File: src/rtl/islw_pkg.sv
package islw_pkg;

   // grid storage
   localparam int GRID_DEPTH = 256;
   localparam int ADDR_W     = $clog2(GRID_DEPTH);
   localparam int COUNT_W    = $clog2(GRID_DEPTH + 1);

   // fixed point
   localparam int FRAC_BITS  = 16;
   localparam int VALUE_W    = 32;
   localparam int WEIGHT_W   = 17;

   // field widths
   localparam int INDEX_W    = 8;
   localparam int UPPER_W    = 9;
   localparam int STATUS_W   = 2;

   // configuration port
   localparam int CSR_IDX_W  = 2;
   localparam int CSR_DATA_W = 32;

   localparam logic [CSR_IDX_W-1:0] CSR_GRID_COUNT   = 2'd0;
   localparam logic [CSR_IDX_W-1:0] CSR_BOUND_ENABLE = 2'd1;
   localparam logic [CSR_IDX_W-1:0] CSR_BOUND_VALUE  = 2'd2;

   // request kinds
   localparam logic KIND_LOAD  = 1'b0;
   localparam logic KIND_QUERY = 1'b1;

   // result status codes
   localparam logic [STATUS_W-1:0] ST_OK          = 2'd0;
   localparam logic [STATUS_W-1:0] ST_BELOW_BOUND = 2'd1;
   localparam logic [STATUS_W-1:0] ST_BELOW_GRID  = 2'd2;
   localparam logic [STATUS_W-1:0] ST_ABOVE_GRID  = 2'd3;

   // divider handshake
   typedef struct packed {
      logic               start;
      logic [VALUE_W-1:0] num;
      logic [VALUE_W-1:0] den;
   } div_req_type;

   typedef struct packed {
      logic                 done;
      logic [FRAC_BITS-1:0] quot;
   } div_rsp_type;

endpackage

File: src/rtl/islw_div.sv
module islw_div (
   input  logic                 clock,
   input  logic                 reset,
   input  islw_pkg::div_req_type div_req,
   output islw_pkg::div_rsp_type div_rsp
);
   import islw_pkg::*;

   localparam int CNT_W = $clog2(FRAC_BITS);

   typedef enum logic {
      DV_IDLE,
      DV_RUN
   } dv_state_type;

   dv_state_type         state_ff;
   logic [VALUE_W-1:0]   rem_ff;
   logic [VALUE_W-1:0]   den_ff;
   logic [FRAC_BITS-1:0] quot_ff;
   logic [CNT_W-1:0]     cnt_ff;
   logic                 done_ff;

   logic [VALUE_W:0]     rem_shift;
   logic                 fits;
   logic [VALUE_W:0]     rem_in;

   // one restoring step per cycle; remainder stays below the divisor
   always_comb begin
      rem_shift = {rem_ff, 1'b0};
      fits      = rem_shift >= {1'b0, den_ff};
      rem_in    = fits ? (rem_shift - {1'b0, den_ff}) : rem_shift;
   end

   always_ff @(posedge clock) begin
      if (reset) begin
         state_ff <= DV_IDLE;
         done_ff  <= 1'b0;
      end else begin
         case (state_ff)
            DV_IDLE: begin
               done_ff <= 1'b0;
               if (div_req.start) begin
                  rem_ff   <= div_req.num;
                  den_ff   <= div_req.den;
                  cnt_ff   <= CNT_W'(FRAC_BITS - 1);
                  state_ff <= DV_RUN;
               end
            end
            DV_RUN: begin
               rem_ff  <= rem_in[VALUE_W-1:0];
               quot_ff <= {quot_ff[FRAC_BITS-2:0], fits};
               if (cnt_ff == '0) begin
                  done_ff  <= 1'b1;
                  state_ff <= DV_IDLE;
               end else begin
                  cnt_ff <= cnt_ff - 1'b1;
               end
            end
            default: begin
               state_ff <= DV_IDLE;
            end
         endcase
      end
   end

   assign div_rsp.done = done_ff;
   assign div_rsp.quot = quot_ff;

endmodule

File: config.mk
export PLATFORM = sky130hd
export DESIGN_NAME = islw_div
export DESIGN_NICKNAME = d
export VERILOG_FILES = /design/src/rtl/islw_pkg.sv /design/src/rtl/islw_div.sv
export SDC_FILE = /design/constraint.sdc
export NUM_CORES = 1
export LEC_CHECK = 0
export CAP_MARGIN = 20
export CORE_MARGIN = 10
export CORE_UTILIZATION = 50
export CTS_CLUSTER_SIZE = 8
export DETAILED_ROUTE_END_ITERATION = 6
export DONT_BUFFER_PORTS = 1
export GPL_TIMING_DRIVEN = 0
export SLEW_MARGIN = 30
export SYNTH_ARGS = -nofsm -noshare
export SYNTH_HDL_FRONTEND = slang
export SYNTH_SLANG_ARGS = --single-unit
export TNS_END_PERCENT = 30
File: constraint.sdc
create_clock -name clock -period 11.6 [get_ports clock]
set_input_delay 2.9 -clock clock [delete_from_list [all_inputs] [get_ports clock]]
set_output_delay 2.9 -clock clock [all_outputs]
set_load 0.05 [all_outputs]
After elaboration in Yosys (flattened, before gate mapping)
Index checks and enable logic that the tools add are counted.

cells by class
  $add $sub $neg = 2
  order comparisons = 1
  equal/unequal tests = 3
  muxes and demuxes = 11
  bitwise logic cells = 2
  reduce and logical (&&, ||, !) cells = 5

operators by type and width
  kind                                              count
  two-way mux 32 bit                                2
  case mux 32 bit (2 select lines)                  1
  greater-or-equal comparator 33 x 32 -> 1 bit      1
  subtractor 32 bit                                 1
  two-way mux 4 bit                                 2
  case mux 4 bit (2 select lines)                   1
  AND reduction 3 bit                               2
  logical NOT 4 bit                                 1
  != test 2 bit, second input constant              2
  case mux 1 bit (2 select lines)                   2
  AND reduction 2 bit                               2
  subtractor 4 x 1 -> 4 bit, second input constant  1
  two-way mux 1 bit                                 3
  != test 2 x 1 -> 1 bit, second input constant     1
  inverter 1 bit                                    2

word-level totals
  register bits after elaboration = 86
  bits of input ports = 67
  logic and storage cells = 30

Logic depth before layout (Yosys ltp)
Gate-level depths: netlist of run 1.

  depth after elaboration = 3
  mapped depth = 14
  mapped depth without buffers = 12

Least setup slack after synthesis of run 1
No wires, ideal clock.

  path type = input -> register
  start point = in reset
  end point = reg den_ff[0] (enable)
  setup time = 468 ps
  arrival time = 5,277 ps
  required time = 11,132 ps
  path slack = 5,855 ps
  cell stages on the path = 1
  path buffers = 0
  cell sequence = nor3b_1

between the ends
  word-level cells in the longest chain between the ends = 2

ends and longest elaborated chain
  what                                  RTL line        RTL
  start, declared                       islw_div.sv:3   input logic reset,
  inverter 1 bit (no source line)       -
  AND reduction 3 bit (no source line)  -
  end signal, assigned                  islw_div.sv:44  den_ff <= div_req.den;
  end, declared                         islw_div.sv:18  logic [VALUE_W-1:0] den_ff;

Every way passes these cells.
A chain may end at the register's enable or synchronous reset.

Worst setup path in the final report of run 1
  start point = reg quot_ff[0]
  end point = out div_rsp[0] in the netlist's numbering

RTL lines
  what                    RTL line        RTL
  start, declared         islw_div.sv:19  logic [FRAC_BITS-1:0] quot_ff;
  start signal, assigned  islw_div.sv:51  quot_ff <= {quot_ff[FRAC_BITS-2:0], fits};
  end, declared           islw_div.sv:5   output islw_pkg::div_rsp_type div_rsp

No word-level cell between the ends.

==> results of run 1 <==
-- registers in the layout (all words and copies together) (netlist names) --
| register | count |
|---|---|
| rem_ff | 32 |
| den_ff | 32 |
| state_ff | 1 |
| quot_ff | 16 |
| cnt_ff | 4 |
| done_ff | 1 |
-- stage by stage --
stage / cell area [µm²] / hold WS (ps) / setup WS [ps] / std cells / util
6_report: 5700 / 477 / 7630 / 662 / 0.555
5_1_grt: 5700 / 497 / 7580 / 662 / 0.555
4_1_cts: 5700 / 484 / 7600 / 662 / 0.555
3_5_place_dp: 5500 / 460 / 7490 / 646 / 0.535
3_3_place_gp: 5430 / 451 / 4500 / 641 / 0.528
2_1_floorplan: 5260 / 442 / 5850 / 505 / -
-- cells by family (layout without fill, tap and decap cells) --
family,count (synthesis),in the layout
muxes,27,27
and+or+nand+nor,129,129
adders and majority gates,35,35
xor gates and xnor gates,28,28
AOI/OAI and AO/OA,138,138
DFF,86,86
buffers and inverters,62,83
-- cells in the mapped netlist (all sizes together), types with 2 or more instances --
cell	number
o211ai	5
nor2	52
clkbuf	10
nand3	6
dfxtp	2
ha	34
o21bai	2
inv	41
nand2	35
mux2	2
buf	11
o21a	8
xor2	13
nand2b	5
nor2b	2
nor3b	2
a211oi	3
nor3	3
o31ai	3
edfxtp	84
o31a	3
a21oi	59
xnor2	15
mux2i	25
o21ai	19
a31oi	3
and2	5
and3	2
a21o	17
nand4	12
a221oi	2
a2bb2oi	3
a21boi	3
nor4	2
-- layout make-up --
cell class                      instances  area [µm²]
Sequential cell                        86        2560
Fill cell                             920        4580
Buffer                                 21         116
Inverter                               41         154
Timing Repair Buffer                    5        57.6
Clock buffer                           10         128
Multi-Input combinational cell        357        2440
Tap cell                              136         170
Clock inverter                          6        68.8
-- routing by layer --
| metal | track usage | part of all wire | wire [µm] |
|---|---|---|---|
| met5 | 0 | 0 | 0 |
| met4 | 0.0626 | 0.017 | 200 |
| met3 | 0.0652 | 0.065 | 786 |
| met2 | 0.256 | 0.46 | 5580 |
| met1 | 0.208 | 0.45 | 5460 |
-- power breakdown --
| group | internal, mW | leakage (nW) | total (mW) | switching [mW] |
|---|---|---|---|---|
| logic | 0.0755 | 1.46 | 0.179 | 0.104 |
| clock network | 0.102 | 0.0997 | 0.216 | 0.114 |
| registers | 0.363 | 0.794 | 0.378 | 0.0148 |
-- worst paths after layout --
path	start	endpoint	slack, ps	cells past startpoint
worst min-delay path	done_ff	done_ff	480	1
worst max register to register	rem_ff[10]	rem_ff[30]	8320	10
worst min register to register	done_ff	done_ff	480	1
worst max-delay path	quot_ff[0]	div_rsp[0]	7630	0
==> flow_metrics.py, run 1 <==
metrics = {
    "yosys": {
        "ys.flop_type": "edfxtp_1",
        "synth_area_leaders": "edfxtp_1 (48%), ha_1 (8.1%), a21oi_1 (5.6%), mux2i_1 (4.8%), nor2_1 (3.7%)",
        "postSynthCellCount": 505,
        "synth_mux_area_frac": 0.0526,
        "synth-simple-area-share": 0.114,
        "synth_top_area_frac": 0.480,
        "async_flop_share": 0,
        "synth_nets": 607,
        "synth-seq-cells": 86,
        "syn_area_per_cell_um2": 10.4,
        "ys_seq_area_frac": 0.487,
        "synth_top_family_by_area": "compound AO/OA/AOI/OAI gates",
        "synthAdderAreaFrac": 0.0847,
        "synth-edff-count": 84,
        "syn_area_um2": 5260,
        "synth_compound_area_frac": 0.164,
        "synth_warnings": 0,
        "synth.distinct_cells": 54,
        "synth_top_area_cell": "edfxtp_1",
        "synth_xor_area_frac": 0.0466,
    },
    "floorplan": {
        "core-area_um2": 10300,
        "initial_utilization": 0.512,
        "ioPinCount": 84,
        "num_rows": 37,
        "die_area_um2": 15000,
        "die_w_um": 123,
        "dieHeight_um": 123,
    },
    "timing": {
        "rsz0062_at_grt": "false",
        "worst_pin_slew_ps": 782,
        "hold_viol_final": 0,
        "fmax_ghz": 0.252,
        "clock_skew_ps": 16.0,
        "slew_viol_final": 0,
        "finalSetupViolations": 0,
        "tns_ps": 0,
        "relSlewSlack": 0.478,
        "fin_crit_ps": 3970,
        "post-route-period-util": 0.343,
    },
    "outcome": {
        "status": "finished clean",
    },
    "routing": {
        "wl_mm": 12.0,
        "drc": 0,
        "wl_per_cell_um": 18.2,
        "firstDrtPassIters": 4,
        "postRouteAntennaNets": 0,
        "first_iter_violations": 233,
        "vias": 3745,
        "vias_per_cell": 5.66,
    },
    "setup_path": {
        "cp-start-kind": "flip-flop",
        "arrival_ps": 1070,
        "critPathCaptureType": "output pin",
        "cp_max_fo": 2,
        "worstSetupPathType": "flip-flop to output pin",
        "cp.required_ps": 8700,
    },
    "cts": {
        "cts_setup_buffers": 0,
        "cts_sinks": 86,
        "post_cts_resized": 0,
        "clk_root_buffer_cell": "clkbuf_8",
        "htreeDepth": 3,
        "ctsHoldBuffers": 0,
        "clk_path_buf_depth": 2,
        "cts_tree": "built",
        "cts_made_buffers": 9,
        "clock_latency_ps": 390,
        "clkTransAtPathRegs_ps": 100,
    },
    "flow_run": {
        "drv_cap": 0,
    },
    "power": {
        "p_per_area_nw_per_um2": 136,
        "p_leak_nw": 2.36,
        "ir_drop_mv": 0.104,
        "p_total_mw": 0.773,
    },
    "global_route": {
        "grt-ovfl-total": 0,
        "grt_pass1_vias": 3890,
        "grt.total_usage": 0.167,
        "grt_max_degree": 20,
        "grt_pass1_wl_mm": 19.5,
        "antenna_found_initial": 0,
    },
    "cells_and_area": {
        "final_common_cell": "edfxtp_1",
        "fin_nets": 623,
        "syn_to_final_growth_pct": 8.35,
        "n_antenna_cell": 0,
        "drive_above_1_share": 0.0760,
        "layout_common_cells": "edfxtp_1 (84), a21oi_1 (59), nor2_1 (50)",
    },
    "placement": {
        "dpl.hpwl_mm": 9.26,
        "port_buffers": 0,
        "routabilityCongestion": 0.888,
    },
    "min_path": {
        "hold_path.class": "flip-flop to flip-flop",
    },
}
(Power assumes the default switching activity.)
==> run 2: changes to the inputs <==
--- a/config.mk
+++ b/config.mk
@@ -5,6 +5,7 @@
 export SDC_FILE = /design/constraint.sdc
 export NUM_CORES = 1
 export LEC_CHECK = 0
+export ABC_AREA = 1
 export CAP_MARGIN = 20
 export CORE_MARGIN = 10
 export CORE_UTILIZATION = 50
@@ -12,6 +13,7 @@
 export DETAILED_ROUTE_END_ITERATION = 6
 export DONT_BUFFER_PORTS = 1
 export GPL_TIMING_DRIVEN = 0
+export PLACE_DENSITY = 0.68
 export SLEW_MARGIN = 30
 export SYNTH_ARGS = -nofsm -noshare
 export SYNTH_HDL_FRONTEND = slang
==> constraint.sdc (replaced) <==
create_clock -name clock -period 3.18 [get_ports clock]
set_input_delay 0.795 -clock clock [delete_from_list [all_inputs] [get_ports clock]]
set_output_delay 0.795 -clock clock [all_outputs]
set_load 0.05 [all_outputs]
==> run 2 against run 1 <==
Against the previous run:
- worst hold slack improved by 34 ps
- design area rose by 21%
- clock-buffer cell count fell by 1
- synthesized cell count rose by 71%
- critical path type is now flip-flop to flip-flop
- cell count rose by 59%
==> flow_metrics.py, run 2 <==
metrics = {
    "cells_and_area": {
        "layout_common_cells": "nand2_1 (336), inv_1 (168), edfxtp_1 (84)",
        "fin_nets": 980,
        "finalNonFillerCells": 1051,
        "drive_above_1_share": 0.0612,
        "reg_top3": "den_ff x32, rem_ff x32, quot_ff x16",
        "final_common_cell": "nand2_1",
        "syn_to_final_growth_pct": 9.93,
        "n_antenna_cell": 0,
        "final_util": 0.569,
    },
    "timing": {
        "holdWs_ps": 511,
        "fin_crit_ps": 2520,
        "hold_viol_final": 0,
        "post-route-worst-setup-slack_ps": 664,
        "clock_skew_ps": 20.0,
        "slew_viol_final": 0,
        "relSlewSlack": 0.448,
        "finalSetupViolations": 0,
        "post-route-period-util": 0.791,
        "fmax_ghz": 0.397,
        "rsz0062_at_grt": "false",
        "worst_pin_slew_ps": 828,
    },
    "routing": {
        "firstDrtPassIters": 5,
        "drc": 0,
        "wl_mm": 17.0,
        "wl_per_cell_um": 16.2,
        "vias": 5307,
        "vias_per_cell": 5.05,
        "first_iter_violations": 324,
        "postRouteAntennaNets": 0,
    },
    "setup_path": {
        "crit_slowest_cell": "edfxtp_1",
        "path_cells": "ha_1, nand2_1, inv_1, nand2_1, nand2_1, inv_2, nand3_2, nand2_1, nand2_1, nand2_2, buf_2, nand3_1, nand3_1, nand2_1",
        "crit_path_frequent_cell": "nand2_1",
        "worstSetupPathType": "flip-flop to flip-flop",
        "critPathCaptureType": "flip-flop",
        "regToRegSetupSlack_ps": 660,
        "cp_max_fo": 10,
        "critPathMaxStageDelay_ps": 400,
        "cp-start-kind": "flip-flop",
        "cp.required_ps": 3290,
        "critPathTopFamily": "simple AND/OR/NAND/NOR gates",
        "arrival_ps": 2630,
        "critPathBufInv": 3,
    },
    "cts": {
        "cts_setup_buffers": 0,
        "clk_path_buf_depth": 2,
        "clk_root_buffer_cell": "clkbuf_16",
        "cts_made_buffers": 9,
        "post_cts_resized": 0,
        "ctsHoldBuffers": 0,
        "cts_sinks": 86,
        "clock_latency_ps": 360,
        "clkTransAtPathRegs_ps": 70,
        "htreeDepth": 3,
        "cts_tree": "built",
    },
    "floorplan": {
        "dieHeight_um": 132,
        "die_area_um2": 17500,
        "core-area_um2": 12200,
        "initial_utilization": 0.517,
        "ioPinCount": 84,
        "die_w_um": 132,
        "num_rows": 40,
    },
    "yosys": {
        "yosys-top-cells-count": "nand2_1 (336), inv_1 (168), edfxtp_1 (84)",
        "synth_top_area_cell": "edfxtp_1",
        "synth_top_area_frac": 0.401,
        "synth_nets": 966,
        "synth-seq-cells": 86,
        "synth-edff-count": 84,
        "syn_area_per_cell_um2": 7.28,
        "synth.distinct_cells": 33,
        "yosysMostFrequentCell": "nand2_1",
        "syn_area_um2": 6290,
        "async_flop_share": 0,
        "synth_area_leaders": "edfxtp_1 (40%), nand2_1 (20%), inv_1 (10%), ha_1 (6.8%), nand3_1 (5.1%)",
        "postSynthCellCount": 864,
        "ys_seq_area_frac": 0.407,
        "synth_warnings": 0,
        "ys.flop_type": "edfxtp_1",
    },
    "outcome": {
        "status": "finished clean",
    },
    "power": {
        "power_frac_seq": 0.409,
        "p_leak_nw": 3.50,
        "p_switching_mw": 1.05,
        "internal_power_mw": 2.31,
        "ir_drop_mv": 0.458,
        "p_per_area_nw_per_um2": 486,
        "p_sw_frac": 0.314,
        "p_total_mw": 3.36,
        "p_comb_frac": 0.233,
        "clkPwrFrac": 0.358,
    },
    "global_route": {
        "grt_pass1_vias": 5381,
        "grt_max_degree": 19,
        "antenna_found_initial": 0,
        "grt.total_usage": 0.199,
        "grt-ovfl-total": 0,
        "grt_pass1_wl_mm": 27.6,
    },
    "placement": {
        "dp.cells": 1035,
        "dpl.hpwl_mm": 13.8,
        "port_buffers": 0,
        "routabilityCongestion": 0.964,
        "place_ws_ps": 703,
    },
    "min_path": {
        "hold_path.class": "flip-flop to flip-flop",
    },
    "flow_run": {
        "drv_cap": 0,
    },
}
run 2: cell types whose count changed after synthesis, sizes merged, moves of 6 or more:
cell    change
nand2     +304
inv       +130
nand3      +65
a21oi      -38
nand3b     +26
mux2i      -25
a21o       -17
o21ai      -14
xor2       -12
clkbuf      -6
o21a        -6
run 2: per-layer routing:
metal	GRT usage	wire (µm)
met1	0.256	7630
met2	0.322	7910
met3	0.0461	1190
met4	0.0618	291
met5	0	0
run 2: metrics by stage:
step / instance area, µm² / setup TNS (ps)
2_1_floorplan: 6290 / -740
3_3_place_gp: 6500 / -41690
3_5_place_dp: 6580 / 0
4_1_cts: 6910 / 0
5_1_grt: 6910 / 0
6_report: 6910 / 0
run 2: worst min-delay path, stage by stage (launching register included):
cell,delay (ps)
dfxtp_1,310
a21oi_1,110
nor3_1,50
run 2: cells by family after synthesis:
group,after synthesis,synth area share
adder cells (fa/ha/maj),35,0.0708
AND/OR/NAND/NOR,506,0.352
XOR/XNOR,15,0.0209
buffers and inverters,191,0.121
flip-flops,86,0.407
AO/OA/AOI/OAI,31,0.0273
run 2: area by class of cell:
class	instances	area [µm²]
Multi-Input combinational cell	587	2990
Buffer	17	110
Timing Repair Buffer	3	53.8
Clock buffer	9	225
Tap cell	168	210
Clock inverter	7	110
Inverter	174	653
Sequential cell	86	2560
Fill cell	1178	5250
run 2: final timing paths:
| kind | startpoint | end | cells past startpoint |
|---|---|---|---|
| max | rem_ff[6] | rem_ff[1] | 14 |
| min | done_ff | done_ff | 2 |
| max reg2reg | rem_ff[6] | rem_ff[1] | 14 |
| min reg2reg | done_ff | done_ff | 2 |
run 2: power groups by stage:
stage / clock network (mW) / registers (mW) / logic (mW)
2_1_floorplan: 0 / 1.39 / 0.580
3_3_place_gp: 0 / 1.40 / 0.756
3_5_place_dp: 0 / 1.40 / 0.776
4_1_cts: 1.21 / 1.38 / 0.781
5_1_grt: 1.26 / 1.38 / 0.892
6_report: 1.20 / 1.38 / 0.782
==> run 3: changes to the inputs <==
--- a/config.mk
+++ b/config.mk
@@ -5,7 +5,7 @@
 export SDC_FILE = /design/constraint.sdc
 export NUM_CORES = 1
 export LEC_CHECK = 0
-export ABC_AREA = 1
+export ABC_AREA = 0
 export CAP_MARGIN = 20
 export CORE_MARGIN = 10
 export CORE_UTILIZATION = 50
==> constraint.sdc (replaced) <==
create_clock -name clock -period 2.3 [get_ports clock]
set_input_delay 0.575 -clock clock [delete_from_list [all_inputs] [get_ports clock]]
set_output_delay 0.575 -clock clock [all_outputs]
set_load 0.05 [all_outputs]
==> run 3 against run 2 <==
Against the previous run:
- the run now ends with setup timing left
- worst hold slack got worse by 260 ps
- non-clock buffer count is 29 higher
- power grew 23%
==> flow_metrics.py, run 3 (synthesis results as in run 1) <==
metrics = {
    "flow_run": {
        "drv_cap": 0,
    },
    "power": {
        "ir_drop_mv": 0.462,
        "p_switching_mw": 1.25,
        "p_per_area_nw_per_um2": 667,
        "p_leak_nw": 2.52,
        "clkPwrFrac": 0.270,
        "p_total_mw": 4.13,
        "internal_power_mw": 2.88,
        "power_frac_seq": 0.463,
        "p_comb_frac": 0.267,
        "p_sw_frac": 0.303,
    },
    "min_path": {
        "min_from": "reset",
        "hold_path_end": "state_ff",
        "hold_path.class": "input pin to flip-flop",
        "whs_path_depth": 1,
    },
    "timing": {
        "hold_viol_final": 0,
        "clock_skew_ps": 12.3,
        "post-route-worst-setup-slack_ps": -688,
        "relSlewSlack": 0.399,
        "fin_crit_ps": 2990,
        "rsz0062_at_grt": "true",
        "slew_viol_final": 0,
        "post-route-period-util": 1.30,
        "tns_ps": -20450,
        "holdWs_ps": 252,
        "fmax_ghz": 0.335,
        "finalSetupViolations": 33,
        "worst_pin_slew_ps": 901,
    },
    "routing": {
        "firstDrtPassIters": 5,
        "wl_per_cell_um": 18.9,
        "drc": 0,
        "postRouteAntennaNets": 0,
        "first_iter_violations": 203,
        "vias": 3873,
        "wl_mm": 12.9,
        "vias_per_cell": 5.65,
    },
    "global_route": {
        "grt-ovfl-total": 0,
        "grt.total_usage": 0.178,
        "grt_pass1_wl_mm": 20.7,
        "antenna_found_initial": 0,
        "grt_max_degree": 19,
        "grt_pass1_vias": 4011,
    },
    "placement": {
        "dpl.hpwl_mm": 9.51,
        "port_buffers": 0,
        "routabilityCongestion": 0.875,
    },
    "setup_path": {
        "reg2reg_from": "rem_ff[20]",
        "cp-start-kind": "flip-flop",
        "r2r_end": "rem_ff[23]",
        "worstRegToRegCells": 12,
        "cp.required_ps": 2420,
        "worstSetupPathType": "flip-flop to flip-flop",
        "cp_max_fo": 10,
        "regToRegSetupSlack_ps": -690,
        "arrival_ps": 3110,
        "critPathCaptureType": "flip-flop",
    },
    "floorplan": {
        "core-area_um2": 10300,
        "initial_utilization": 0.512,
        "ioPinCount": 84,
        "dieHeight_um": 123,
        "die_area_um2": 15000,
        "num_rows": 37,
        "die_w_um": 123,
    },
    "cells_and_area": {
        "drive_above_1_share": 0.171,
        "final_common_cell": "edfxtp_1",
        "syn_to_final_growth_pct": 17.8,
        "reg_top3": "den_ff x32, rem_ff x32, quot_ff x16",
        "n_antenna_cell": 0,
        "layout_common_cells": "edfxtp_1 (84), a21oi_1 (55), nor2_1 (48)",
        "fin_nets": 646,
    },
    "cts": {
        "clkTransAtPathRegs_ps": 90,
        "htreeDepth": 3,
        "ctsHoldBuffers": 0,
        "clk_path_buf_depth": 2,
        "clock_latency_ps": 390,
        "cts_tree": "built",
        "cts_made_buffers": 9,
        "clk_root_buffer_cell": "clkbuf_8",
        "cts_sinks": 86,
    },
    "outcome": {
        "status": "finished, violations left",
        "violations": "setup timing",
    },
}
[run 3: changes by cell type in the layout (fill, tap and decap cells not counted), moves of 26 or more]
cell      previous run  this run
a21oi_1             19        55
buf_4                1        28
inv_1              168        41
nand2_1            336        35
nand3_1             64         6
nand3b_1            26         0
[run 3: area by class of cell]
| type | instances | area [µm²] |
|---|---|---|
| plain buffers | 19 | 169 |
| clock buffers | 12 | 145 |
| clock inverters | 4 | 55.1 |
| fillers | 878 | 4080 |
| inverters | 41 | 154 |
| multi-input cells | 357 | 2680 |
| flip-flops and latches | 86 | 2560 |
| well taps | 136 | 170 |
| repair buffers | 30 | 256 |
[run 3: worst max-delay path by stage]
stage	from	endpoint	slack, ps	depth (start not counted)
after CTS	rem_ff[15]	rem_ff[11]	-680	13
after global placement	state_ff	rem_ff[15]	-1260	3
after floorplan	rem_ff[17]	rem_ff[27]	-330	13
final	rem_ff[20]	rem_ff[23]	-690	12
after global routing	den_ff[1]	rem_ff[23]	-800	12
after detailed placement	rem_ff[10]	rem_ff[13]	-940	12
[run 3: per-layer routing]
| metal | track usage | vias up | part of all wire |
|---|---|---|---|
| li1 | - | 1909 | - |
| met1 | 0.216 | 1877 | 0.45 |
| met2 | 0.291 | 77 | 0.49 |
| met3 | 0.0620 | 10 | 0.051 |
| met4 | 0.0552 | 0 | 0.011 |
| met5 | 0 | - | 0 |
[run 3: per-stage QoR]
stage	utilization	cell area, µm²	cells	worst slack, ps
detailed placement	0.542	5570	644	-944
finish	0.603	6190	685	-688
global placement	0.536	5510	641	-1260
floorplan	-	5340	505	-331
CTS	0.596	6130	680	-678
global route	0.603	6190	685	-797
[run 3: power by group through the flow]
stage	clock, mW	combinational, mW	sequential, mW
after floorplan	0	0.735	1.93
after global placement	0	0.903	1.94
after detailed placement	0	0.937	1.94
after CTS	1.14	1.07	1.91
after global routing	1.18	1.22	1.92
final	1.12	1.10	1.91
[run 3: critical path, cell delays in order (launching register included)]
cell      delay, ps
edfxtp_1        420
ha_1            320
buf_6           130
nand4_1         190
nor4_4          290
nand3_1         110
nand2_1          90
a21oi_2          40
o41ai_2         240
a41o_2          340
buf_8           190
mux2i_4         250
a21oi_1          90
[run 3: what timing repair did]
item,4_1_cts,5_1_grt
setup endpoints to repair,33,33
buffers inserted,21,6
pin swaps,14,11
cloned,1,0
gates resized for setup,40,12
